==> src/hdl/ata_seq_pkg.sv <==
`default_nettype none
package ata_seq_pkg;

  typedef enum logic [2:0] {
    OP_IDLE = 3'd0,
    OP_RD   = 3'd1,
    OP_RDM  = 3'd2,
    OP_WR   = 3'd3,
    OP_WRM  = 3'd4
  } op_e;

  localparam logic [2:0] ACT_NONE     = 3'd0;
  localparam logic [2:0] ACT_IMG_SEND = 3'd1;
  localparam logic [2:0] ACT_IMG_RECV = 3'd2;
  localparam logic [2:0] ACT_VIRT     = 3'd3;
  localparam logic [2:0] ACT_IDENT    = 3'd4;
  localparam logic [2:0] ACT_DISCARD  = 3'd5;

  localparam logic [7:0] ST_NONE = 8'h00;
  localparam logic [7:0] ST_END  = 8'h80;
  localparam logic [7:0] ST_IRQ  = 8'h10;
  localparam logic [7:0] ST_RDY  = 8'h08;
  localparam logic [7:0] ST_REQ  = 8'h04;
  localparam logic [7:0] ST_DONE = 8'h90;
  localparam logic [7:0] ST_FAIL = 8'h91;

  localparam logic [7:0] CMD_GRP_MASK = 8'hF0;
  localparam logic [7:0] CMD_RECAL    = 8'h10;
  localparam logic [7:0] CMD_DIAG     = 8'h90;
  localparam logic [7:0] CMD_IDENT    = 8'hEC;
  localparam logic [7:0] CMD_INIT     = 8'h91;
  localparam logic [7:0] CMD_RD       = 8'h20;
  localparam logic [7:0] CMD_RDM      = 8'hC4;
  localparam logic [7:0] CMD_WR       = 8'h30;
  localparam logic [7:0] CMD_WRM      = 8'hC5;
  localparam logic [7:0] CMD_SETMULT  = 8'hC6;

  localparam logic [7:0] ERR_DIAG_OK = 8'h01;
  localparam logic [7:0] ERR_ABORT   = 8'h04;

  typedef struct packed {
    logic [7:0]  sector;
    logic [3:0]  head;
    logic [15:0] cyl;
  } chs_t;

  typedef struct packed {
    logic [7:0] spt;
    logic [4:0] heads;
  } geo_t;

  typedef struct packed {
    logic [7:0]  status;
    logic        tf;
    logic [7:0]  err;
    logic [7:0]  cnt;
    logic [7:0]  sec;
    logic [15:0] cyl;
    logic [7:0]  dh;
    logic [2:0]  act;
    logic [27:0] blk;
    logic        done;
  } res_t;

  function automatic logic [15:0] g_cyls(input logic [41:0] g);
    return g[15:0];
  endfunction
  function automatic logic [4:0] g_heads(input logic [41:0] g);
    return g[20:16];
  endfunction
  function automatic logic [7:0] g_spt(input logic [41:0] g);
    return g[28:21];
  endfunction
  function automatic logic [11:0] g_vbb(input logic [41:0] g);
    return g[40:29];
  endfunction
  function automatic logic g_en(input logic [41:0] g);
    return g[41];
  endfunction

  // task file fields read as zero when not written back
  function automatic res_t mk_res(input logic [7:0] st, input logic tf, input logic [7:0] err,
                                  input logic [7:0] cnt, input logic [7:0] sec,
                                  input logic [15:0] cyl, input logic [7:0] dh,
                                  input logic [2:0] act, input logic [27:0] blk,
                                  input logic done);
    res_t r;
    r.status = st;
    r.tf     = tf;
    r.err    = tf ? err : 8'h00;
    r.cnt    = tf ? cnt : 8'h00;
    r.sec    = tf ? sec : 8'h00;
    r.cyl    = tf ? cyl : 16'h0000;
    r.dh     = tf ? dh : 8'h00;
    r.act    = act;
    r.blk    = blk;
    r.done   = done;
    return r;
  endfunction

endpackage
`default_nettype wire

==> src/hdl/ata_seq_chs.sv <==
`default_nettype none
module ata_seq_chs
  import ata_seq_pkg::*;
(
  input  chs_t cur_i,
  input  geo_t geo_i,
  output chs_t nxt_o
);

  logic [3:0] head_inc;

  assign head_inc = cur_i.head + 4'd1;

  always_comb begin
    nxt_o = cur_i;
    if (cur_i.sector == geo_i.spt) begin
      nxt_o.sector = 8'd1;
      if ({1'b0, head_inc} == geo_i.heads) begin
        nxt_o.head = 4'd0;
        nxt_o.cyl  = cur_i.cyl + 16'd1;
      end else begin
        nxt_o.head = head_inc;
      end
    end else begin
      nxt_o.sector = cur_i.sector + 8'd1;
    end
  end

endmodule
`default_nettype wire

==> src/hdl/ata_pio_command_sequencer.sv <==
// emulated ide drive command sequencer
// input channel: in_valid_i / in_stall_o carry one item, either a command
// (mode 0, the task file) or a host buffer ready event (mode 1).
// output channel: out_valid_o / out_stall_i carry at most one result item
// per input item: status, task file write back, transfer action and image
// block number. cfg_we_i writes one unit geometry register per cycle.
// plain commands and single sector buffer events give their result in the
// cycle after acceptance. read, write and multiple commands run the chs to
// block conversion on one shared 22x8 multiplier, through S_MUL1, S_MUL2
// and S_START. a read multiple buffer event steps chs one sector a cycle
// through the group before its result is registered.
// one item at a time: in_stall_o is high while an item is in work and while
// a result waits; a stalled result holds on the output register.
// reset: no transfer active, geometry all zero, multiple count one per unit.
`default_nettype none
module ata_pio_command_sequencer
  import ata_seq_pkg::*;
#(
  parameter int UNITS        = 4,
  parameter int MAX_TRANSFER = 256
) (
  input  wire logic        clk_i,
  input  wire logic        rst_ni,
  input  wire logic        cfg_we_i,
  input  wire logic [1:0]  cfg_idx_i,
  input  wire logic [41:0] cfg_data_i,
  input  wire logic        in_valid_i,
  output logic             in_stall_o,
  input  wire logic        mode_i,
  input  wire logic [7:0]  command_i,
  input  wire logic [7:0]  sector_count_i,
  input  wire logic [7:0]  sector_number_i,
  input  wire logic [15:0] cylinder_i,
  input  wire logic [7:0]  drive_head_i,
  input  wire logic [1:0]  unit_i,
  output logic             out_valid_o,
  input  wire logic        out_stall_i,
  output logic [7:0]       status_o,
  output logic             taskfile_valid_o,
  output logic [7:0]       error_reg_o,
  output logic [7:0]       count_out_o,
  output logic [7:0]       sector_out_o,
  output logic [15:0]      cylinder_out_o,
  output logic [7:0]       drive_head_out_o,
  output logic [2:0]       action_o,
  output logic [27:0]      image_block_o,
  output logic             done_res_o
);

  typedef enum logic [4:0] {
    S_IDLE  = 5'b00001,
    S_MUL1  = 5'b00010,
    S_MUL2  = 5'b00100,
    S_START = 5'b01000,
    S_GROUP = 5'b10000
  } state_e;

  state_e      state_q, state_d;
  op_e         op_q, op_d, pend_q, pend_d;
  logic [1:0]  unit_q, unit_d;
  logic [3:0]  dbits_q, dbits_d;
  logic [7:0]  ocnt_q, ocnt_d;
  chs_t        pos_q, pos_d, pos_step;
  logic [8:0]  rem_q, rem_d;
  logic [28:0] lba_q, lba_d;
  logic [7:0]  bl_q, bl_d;
  logic [7:0]  grp_q, grp_d;
  logic [7:0]  gcnt_q, gcnt_d;
  logic [27:0] blk_q, blk_d;
  logic [29:0] prod_q, prod_d;
  res_t        out_q, out_d;
  logic        ovld_q, ovld_d;
  logic [41:0] geo_q [4];
  logic [7:0]  mc_q [UNITS];
  logic [7:0]  mc_d [UNITS];

  logic [41:0] geo_act;
  logic [11:0] v_act;
  logic        lba_ge;
  logic [27:0] blk_cur;
  logic [7:0]  mult_act;
  logic [21:0] mul_a;
  logic [7:0]  mul_b;
  logic [29:0] mul_p;
  logic        in_acc;
  geo_t        step_geo;

  assign geo_act  = geo_q[unit_q];
  assign v_act    = g_vbb(geo_act);
  assign lba_ge   = lba_q >= {17'd0, v_act};
  assign blk_cur  = lba_ge ? 28'(lba_q - {17'd0, v_act}) : 28'd0;
  assign step_geo = '{spt: g_spt(geo_act), heads: g_heads(geo_act)};

  ata_seq_chs u_chs (
    .cur_i (pos_q),
    .geo_i (step_geo),
    .nxt_o (pos_step)
  );

  // multiple count of the active unit, zero treated as one
  always_comb begin
    mult_act = 8'd1;
    for (int i = 0; i < UNITS; i++) begin
      if (unit_q == 2'(i) && mc_q[i] != 8'd0) mult_act = mc_q[i];
    end
  end

  // shared multiplier: cylinder * heads, then (that + head) * sectors
  always_comb begin
    if (state_q == S_MUL2) begin
      mul_a = prod_q[21:0] + {18'd0, pos_q.head};
      mul_b = g_spt(geo_act);
    end else begin
      mul_a = {6'd0, pos_q.cyl};
      mul_b = {3'd0, g_heads(geo_act)};
    end
  end
  assign mul_p = {8'd0, mul_a} * {22'd0, mul_b};

  assign in_stall_o = (state_q != S_IDLE) || ovld_q;
  assign in_acc     = in_valid_i && !in_stall_o;

  always_comb begin
    logic        last;
    logic        imm;
    logic        below;
    logic        tf;
    logic [7:0]  st;
    logic [2:0]  act;
    logic [27:0] blk;
    logic [8:0]  rem_n;
    logic [7:0]  bl_n;
    logic [8:0]  n9;
    logic [28:0] lba_s;
    logic        reject;
    chs_t        pn;

    state_d = state_q;
    op_d    = op_q;
    pend_d  = pend_q;
    unit_d  = unit_q;
    dbits_d = dbits_q;
    ocnt_d  = ocnt_q;
    pos_d   = pos_q;
    rem_d   = rem_q;
    lba_d   = lba_q;
    bl_d    = bl_q;
    grp_d   = grp_q;
    gcnt_d  = gcnt_q;
    blk_d   = blk_q;
    prod_d  = prod_q;
    out_d   = out_q;
    ovld_d  = ovld_q && out_stall_i;
    mc_d    = mc_q;

    last   = 1'b0;
    imm    = 1'b0;
    below  = !lba_ge;
    tf     = 1'b1;
    st     = ST_IRQ;
    act    = ACT_NONE;
    blk    = 28'd0;
    rem_n  = 9'd0;
    bl_n   = 8'd0;
    n9     = (ocnt_q == 8'd0) ? 9'd256 : {1'b0, ocnt_q};
    if (n9 > 9'(MAX_TRANSFER)) n9 = 9'(MAX_TRANSFER);
    lba_s  = 29'(prod_q + {22'd0, pos_q.sector} - 30'd1);
    reject = !g_en(geo_act) || (32'(unit_q) >= UNITS) ||
             (prod_q == 30'd0 && pos_q.sector == 8'd0);
    pn     = (rem_q != 9'd1) ? pos_step : pos_q;

    case (state_q)
      S_IDLE: begin
        if (in_acc && !mode_i) begin
          op_d = OP_IDLE;
          if ((command_i & CMD_GRP_MASK) == CMD_RECAL) begin
            out_d  = mk_res(ST_DONE, 1'b1, 8'd0, 8'd0, 8'd1, 16'd0,
                            drive_head_i & CMD_GRP_MASK, ACT_NONE, 28'd0, 1'b1);
            ovld_d = 1'b1;
          end else if (command_i == CMD_DIAG) begin
            out_d  = mk_res(ST_DONE, 1'b1, ERR_DIAG_OK, 8'd0, 8'd0, 16'd0, 8'd0,
                            ACT_NONE, 28'd0, 1'b1);
            ovld_d = 1'b1;
          end else if (command_i == CMD_IDENT || command_i == CMD_INIT) begin
            out_d  = mk_res(ST_DONE, 1'b1, 8'd0, sector_count_i, sector_number_i,
                            cylinder_i, drive_head_i,
                            (command_i == CMD_IDENT) ? ACT_IDENT : ACT_NONE, 28'd0, 1'b1);
            ovld_d = 1'b1;
          end else if (command_i == CMD_SETMULT) begin
            for (int i = 0; i < UNITS; i++) begin
              if (unit_i == 2'(i)) mc_d[i] = sector_count_i;
            end
            out_d  = mk_res(ST_DONE, 1'b0, 8'd0, 8'd0, 8'd0, 16'd0, 8'd0,
                            ACT_NONE, 28'd0, 1'b1);
            ovld_d = 1'b1;
          end else if (command_i == CMD_RD || command_i == CMD_RDM ||
                       command_i == CMD_WR || command_i == CMD_WRM) begin
            case (command_i)
              CMD_RD:  pend_d = OP_RD;
              CMD_RDM: pend_d = OP_RDM;
              CMD_WR:  pend_d = OP_WR;
              default: pend_d = OP_WRM;
            endcase
            unit_d  = unit_i;
            dbits_d = drive_head_i[7:4];
            ocnt_d  = sector_count_i;
            pos_d   = '{sector: sector_number_i, head: drive_head_i[3:0], cyl: cylinder_i};
            state_d = S_MUL1;
          end else begin
            out_d  = mk_res(ST_FAIL, 1'b1, ERR_ABORT, sector_count_i, sector_number_i,
                            cylinder_i, drive_head_i, ACT_NONE, 28'd0, 1'b1);
            ovld_d = 1'b1;
          end
        end else if (in_acc) begin
          case (op_q)
            OP_RD: begin
              last  = rem_q <= 9'd1;
              act   = below ? ACT_VIRT : ACT_IMG_SEND;
              blk   = below ? 28'd0 : blk_cur;
              imm   = below || (unit_q == 2'd0 && lba_q == 29'd0);
              st    = (imm && last) ? ST_DONE : ST_IRQ;
              pos_d = pn;
              lba_d = lba_q + 29'd1;
              rem_d = last ? 9'd0 : rem_q - 9'd1;
              if (last) op_d = OP_IDLE;
              out_d  = mk_res(st, 1'b1, 8'd0, ocnt_q, pn.sector, pn.cyl,
                              {dbits_q, pn.head}, act, blk, last);
              ovld_d = 1'b1;
            end
            OP_WR, OP_WRM: begin
              act   = below ? ACT_DISCARD : ACT_IMG_RECV;
              blk   = below ? 28'd0 : blk_cur;
              rem_n = (rem_q <= 9'd1) ? 9'd0 : rem_q - 9'd1;
              last  = rem_n == 9'd0;
              st    = last ? ST_DONE : ST_IRQ;
              pos_d = pn;
              lba_d = lba_q + 29'd1;
              rem_d = rem_n;
              if (op_q == OP_WRM) begin
                bl_n = (bl_q <= 8'd1) ? 8'd0 : bl_q - 8'd1;
                if (bl_n == 8'd0 || last) begin
                  bl_d = (rem_n < {1'b0, mult_act}) ? rem_n[7:0] : mult_act;
                end else begin
                  bl_d = bl_n;
                  tf   = 1'b0;
                  st   = ST_NONE;
                end
              end
              if (last) op_d = OP_IDLE;
              out_d  = mk_res(st, tf, 8'd0, ocnt_q, pn.sector, pn.cyl,
                              {dbits_q, pn.head}, act, blk, last);
              ovld_d = 1'b1;
            end
            OP_RDM: begin
              grp_d   = (rem_q < {1'b0, mult_act}) ? rem_q[7:0] : mult_act;
              gcnt_d  = (rem_q < {1'b0, mult_act}) ? rem_q[7:0] : mult_act;
              blk_d   = blk_cur;
              state_d = S_GROUP;
            end
            default: ;
          endcase
        end
      end
      S_MUL1: begin
        prod_d  = mul_p;
        state_d = S_MUL2;
      end
      S_MUL2: begin
        prod_d  = mul_p;
        state_d = S_START;
      end
      S_START: begin
        state_d = S_IDLE;
        if (reject) begin
          if (pend_q != OP_RD) begin
            out_d  = mk_res((pend_q == OP_RDM) ? ST_END : ST_REQ, 1'b0, 8'd0, 8'd0,
                            8'd0, 16'd0, 8'd0, ACT_NONE, 28'd0, 1'b1);
            ovld_d = 1'b1;
          end
        end else begin
          op_d  = pend_q;
          rem_d = n9;
          lba_d = (pend_q == OP_RDM && lba_s < {17'd0, v_act}) ? {17'd0, v_act} : lba_s;
          bl_d  = (n9 < {1'b0, mult_act}) ? n9[7:0] : mult_act;
          out_d = mk_res((pend_q == OP_RD || pend_q == OP_RDM) ? ST_RDY : ST_REQ, 1'b0,
                         8'd0, 8'd0, 8'd0, 16'd0, 8'd0, ACT_NONE, 28'd0, 1'b0);
          ovld_d = 1'b1;
        end
      end
      S_GROUP: begin
        if (gcnt_q == 8'd0) begin
          last    = rem_q == 9'd0;
          lba_d   = lba_q + {21'd0, grp_q};
          if (last) op_d = OP_IDLE;
          out_d   = mk_res(last ? ST_DONE : ST_IRQ, 1'b1, 8'd0, ocnt_q, pos_q.sector,
                           pos_q.cyl, {dbits_q, pos_q.head}, ACT_IMG_SEND, blk_q, last);
          ovld_d  = 1'b1;
          state_d = S_IDLE;
        end else begin
          pos_d  = pn;
          rem_d  = rem_q - 9'd1;
          gcnt_d = gcnt_q - 8'd1;
        end
      end
      default: state_d = S_IDLE;
    endcase
  end

  always_ff @(posedge clk_i or negedge rst_ni) begin
    if (!rst_ni) begin
      state_q <= S_IDLE;
      op_q    <= OP_IDLE;
      pend_q  <= OP_IDLE;
      unit_q  <= 2'd0;
      dbits_q <= 4'd0;
      ocnt_q  <= 8'd0;
      pos_q   <= '0;
      rem_q   <= 9'd0;
      lba_q   <= 29'd0;
      bl_q    <= 8'd0;
      grp_q   <= 8'd0;
      gcnt_q  <= 8'd0;
      ovld_q  <= 1'b0;
      for (int i = 0; i < 4; i++) geo_q[i] <= 42'd0;
      for (int i = 0; i < UNITS; i++) mc_q[i] <= 8'd1;
    end else begin
      state_q <= state_d;
      op_q    <= op_d;
      pend_q  <= pend_d;
      unit_q  <= unit_d;
      dbits_q <= dbits_d;
      ocnt_q  <= ocnt_d;
      pos_q   <= pos_d;
      rem_q   <= rem_d;
      lba_q   <= lba_d;
      bl_q    <= bl_d;
      grp_q   <= grp_d;
      gcnt_q  <= gcnt_d;
      ovld_q  <= ovld_d;
      mc_q    <= mc_d;
      if (cfg_we_i) geo_q[cfg_idx_i] <= cfg_data_i;
    end
  end

  always_ff @(posedge clk_i) begin
    blk_q  <= blk_d;
    prod_q <= prod_d;
    out_q  <= out_d;
  end

  assign out_valid_o      = ovld_q;
  assign status_o         = out_q.status;
  assign taskfile_valid_o = out_q.tf;
  assign error_reg_o      = out_q.err;
  assign count_out_o      = out_q.cnt;
  assign sector_out_o     = out_q.sec;
  assign cylinder_out_o   = out_q.cyl;
  assign drive_head_out_o = out_q.dh;
  assign action_o         = out_q.act;
  assign image_block_o    = out_q.blk;
  assign done_res_o       = out_q.done;

endmodule
`default_nettype wire

==> config.mk <==
export PLATFORM = sky130hd
export DESIGN_NAME = ata_pio_command_sequencer
export DESIGN_NICKNAME = d
export VERILOG_FILES = /design/src/hdl/ata_seq_pkg.sv /design/src/hdl/ata_seq_chs.sv /design/src/hdl/ata_pio_command_sequencer.sv
export SDC_FILE = /design/constraint.sdc
export NUM_CORES = 1
export LEC_CHECK = 0
export ABC_CLOCK_PERIOD_IN_PS = 20500
export BUFFER_PORTS_ARGS = -buffer_cell sky130_fd_sc_hd__buf_2
export CORE_UTILIZATION = 50
export CTS_BUF_LIST = sky130_fd_sc_hd__clkbuf_4
export DETAILED_ROUTE_END_ITERATION = 10
export GPL_ROUTABILITY_DRIVEN = 0
export GPL_TIMING_DRIVEN = 0
export PLACE_DENSITY = 0.65
export SETUP_SLACK_MARGIN = 0.4
export SYNTH_ARGS = -nofsm -noshare
export SYNTH_HDL_FRONTEND = slang
export SYNTH_HIERARCHICAL = 1
export SYNTH_SLANG_ARGS = --single-unit
==> constraint.sdc <==
create_clock -name clk_i -period 20.5 [get_ports clk_i]
set_input_delay 2.05 -clock clk_i [delete_from_list [all_inputs] [get_ports clk_i]]
set_output_delay 2.05 -clock clk_i [all_outputs]
set_load 0.02 [all_outputs]
==> summary.txt <==
Placed design
  • Worst slack, placed: 11.25 ns
  • Placed instance area: 31,300 sq um
  • IO Port Bufs: 165
  • Placed Cells: 3,972
  • HPWL after DPL: 68.0 mm

Timing
  • Worst Slack Setup Final: 11.12 ns
  • Slew Viols, Final: 0
  • Period utilization: 45.7%
  • Slew HR: 12.2%
  • Fin. Hold Viols: 0
  • Worst Max-Slew Pin Slew: 1.32 ns
  • Minimum clock period: 9.38 ns
  • Setup_tns: 0 ns
  • Setup violators final: 0
  • Clock skew: 0.0700 ns
  • Unrepaired setup endpoints after global routing: false
  • Peak Freq: 0.107 GHz

Route
  • DRC viols: 0
  • Detail Route Antenna Nets: 0
  • DR vias/cell: 5.93
  • Metal3 WL: 6.60 mm
  • Drt pass-1 iters: 6
  • Metal2 WL: 39.0 mm
  • Top routing layer in use: met4
  • Final wirelength: 86.3 mm
  • Vias: 24,700
  • Post-DR wirelength/cell: 20.7 um
  • Drt initial violations: 1,987
  • Met1 WL: 37.1 mm

Worst setup path
  • Crit Path Category: reg -> reg
  • CP Max Fanout: 10
  • Setup crit end kind: register
  • Startpoint Class: register
  • Crit path DAT: 9.98 ns
  • CP required: 21.11 ns

Clock tree
  • Clock transition at the registers of the reported paths: 0.06 ns
  • Post_cts resized: 0
  • Root buf cell: clkbuf_4
  • Hold Buf Count CTS: 0
  • Clk sinks: 389
  • H-tree Lvls: 3
  • Number of setup buffers added after CTS: 0
  • TritonCTS clock tree: yes
  • Worst skew pair latency: 0.90 ns
  • Total CTS buffers: 104
  • CTS Buffer Depth: 3

Logic synthesis
  • Sequential cell area fraction in the yosys report: 35.6%
  • Top FF cell, synth: dfrtp_1
  • Yosys Warn Count: 6
  • Distinct cell type count after synthesis: 111
  • Number of synthesized flops with an enable pin: 137
  • Syn Area/Cell: 9.68 sq um
  • Mapped cell area: 29,300 sq um
  • Yosys reg bits: 389
  • Asr flop ratio synth: 64.8%
  • Synth Instances: 3,029

Power
  • Worst vdd ir: 0.338 mV
  • PD cells: 130 nW/um^2
  • Leak: 14.6 nW

Die
  • I/O pin total: 191
  • Starting Density: 50.7%
  • Die height: 244 um
  • Core Box Area: 57,800 sq um
  • Row Count: 88
  • Die area: 59,600 sq um
  • Die width: 244 um

Global routing
  • Initial antenna violation count: 7
  • First-pass GRT wire length: 137 mm
  • Largest net degree at the start of global routing: 106
  • Vias in the first global route: 24,600
  • Gr usage total: 29.3%
  • Gr ovfl total: 0

Layout
  • # nets final: 3,711
  • Final Cell Area: 32,600 sq um
  • Final Non-Filler Cells: 4,169
  • Share of post-route cells with drive strength above 1: 19.0%
  • # fillers: 5,116
  • Finished Core Util: 56.5%
  • Area Growth Syn to Fin: 11.3%

Status
  • Status: finished, final reports clean

Hold path
  • Worst Hold Class: reg -> reg

Run
  • # Max-Cap Violations: 0
## stage by stage
stage	total power, mW	hold slack, ns
2_1_floorplan	2.85	0.474
3_3_place_gp	3.43	0.482
3_5_place_dp	3.49	0.488
4_1_cts	4.23	0.501
5_1_grt	4.61	0.507
6_report	4.25	0.501
## cells in the mapped netlist (9+ instances only)
cell         n  area [sq um]
o21a_1      12          90.1
mux2_2     169          1900
a21o_1      37           278
a22o_1      21           184
and3_1      22           138
nand2_1    198           743
o211ai_1    11          82.6
buf_2       22           110
nor3_1      53           265
ha_1       174          2180
o31ai_1     13          97.6
fa_1       124          2480
nand4_1     20           125
xnor2_1     76           666
nor4_1      35           219
mux2i_1     42           420
buf_1       11          41.3
xor2_1      53           464
or3_1       14          87.6
o21ai_0    136           681
o21bai_1    10          75.1
or2_2       17           106
nor2b_1     23           144
inv_1      267          1000
and2_1      14          87.6
a211oi_1    16           120
nor3b_1      9          67.6
nor2_1     363          1360
edfxtp_1   137          4110
nand2b_1    29           181
a21boi_0    10          75.1
dfrtp_1    247          6180
o22ai_1     51           319
clkbuf_1    84           315
a31oi_1     11          68.8
a21oi_1    199           996
mux4_2      23           518
nand3b_1    10          75.1
nand3_1     86           430
buf_4       11          82.6
a2bb2oi_1   10          87.6
o21ai_1      9          45.0
## placed cells by master (no fill, tap or decap), drive strengths merged, types with 77 or more instances in the layout
cell	instances
a21oi	200
buf	216
clkbuf	240
dfrtp	247
edfxtp	137
fa	124
ha	174
inv	269
mux2	170
nand2	200
nand3	86
nor2	366
o21ai	148
xnor2	77
## where the power goes
| group | switching (mW) | total (mW) | internal (mW) |
|---|---|---|---|
| clock network | 0.342 | 0.716 | 0.373 |
| logic | 1.44 | 2.40 | 0.961 |
| registers | 0.130 | 1.14 | 1.01 |
## critical path, stage by stage (launching register included)
cell      delay (ns)
dfrtp_1         0.53
buf_1           0.69
clkbuf_1        0.78
mux2_2          0.43
o21ai_1         0.75
inv_1           0.37
nand2_1         0.19
clkbuf_1        0.43
nor2_1          0.13
fa_1            0.42
fa_1            0.54
fa_1            0.56
inv_1           0.06
fa_1            0.53
inv_1           0.04
ha_1            0.35
and3_1          0.26
nand4_1         0.11
nand2_1         0.07
a41oi_1         0.07
a211oi_1        0.41
nor2_1          0.13
o31ai_1         0.87
o21a_1          0.19
nor2_1          0.05
xnor2_1         0.15
## state kept, by name, summed over array words and instances (netlist names), 9 cells and up
signal	flops
geo_q	104
blk_q	28
image_block_o	28
pos_q	28
lba_q	29
mc_q	32
cylinder_out_o	16
prod_q	30
rem_q	9
## kinds of logic (layout without fill, tap and decap cells)
| family | count (synthesis) | count (layout) | synth area share, % |
|---|---|---|---|
| simple gates | 949 | 949 | 15.7 |
| xor+xnor | 130 | 130 | 3.91 |
| mux | 235 | 235 | 9.73 |
| flops | 389 | 389 | 35.6 |
| other cells | 1 | 16 | 0.0128 |
| buf+inv | 398 | 758 | 5.38 |
| fa+ha+maj | 298 | 298 | 15.9 |
| compound gates | 629 | 629 | 13.8 |
## cell type report
type                    instances  area, sq um  area share, %
multi-input cells            2250        17400           53.2
flip-flops and latches        389        10400           31.9
clock buffers                 156         1170           3.59
inverters                     268         1010           3.08
well taps                     765          957           2.93
repair buffers                170          936           2.87
plain buffers                 130          573           1.76
clock inverters                34          200          0.613
diodes                          7         17.5         0.0537
## final timing paths
path / start / end / slack, ns / depth (start not counted)
min in group asynchronous: rst_ni / pos_q[11] / 1.07 / 1
setup reg to reg: unit_q[1] / prod_q[22] / 11.12 / 25
hold reg to reg: geo_q[59] / geo_q[59] / 0.50 / 1
setup / recovery: unit_q[1] / prod_q[22] / 11.12 / 25
max in group asynchronous: rst_ni / lba_q[12] / 18.47 / 2
hold / removal: geo_q[59] / geo_q[59] / 0.50 / 1
## routing by layer
metal	up-vias	global-route usage (%)
met5	-	0
met4	0	13.5
met3	201	4.85
met2	1097	45.7
met1	12100	40.0
li1	11300	-
No activity file was read; power rests on OpenSTA's default activity.
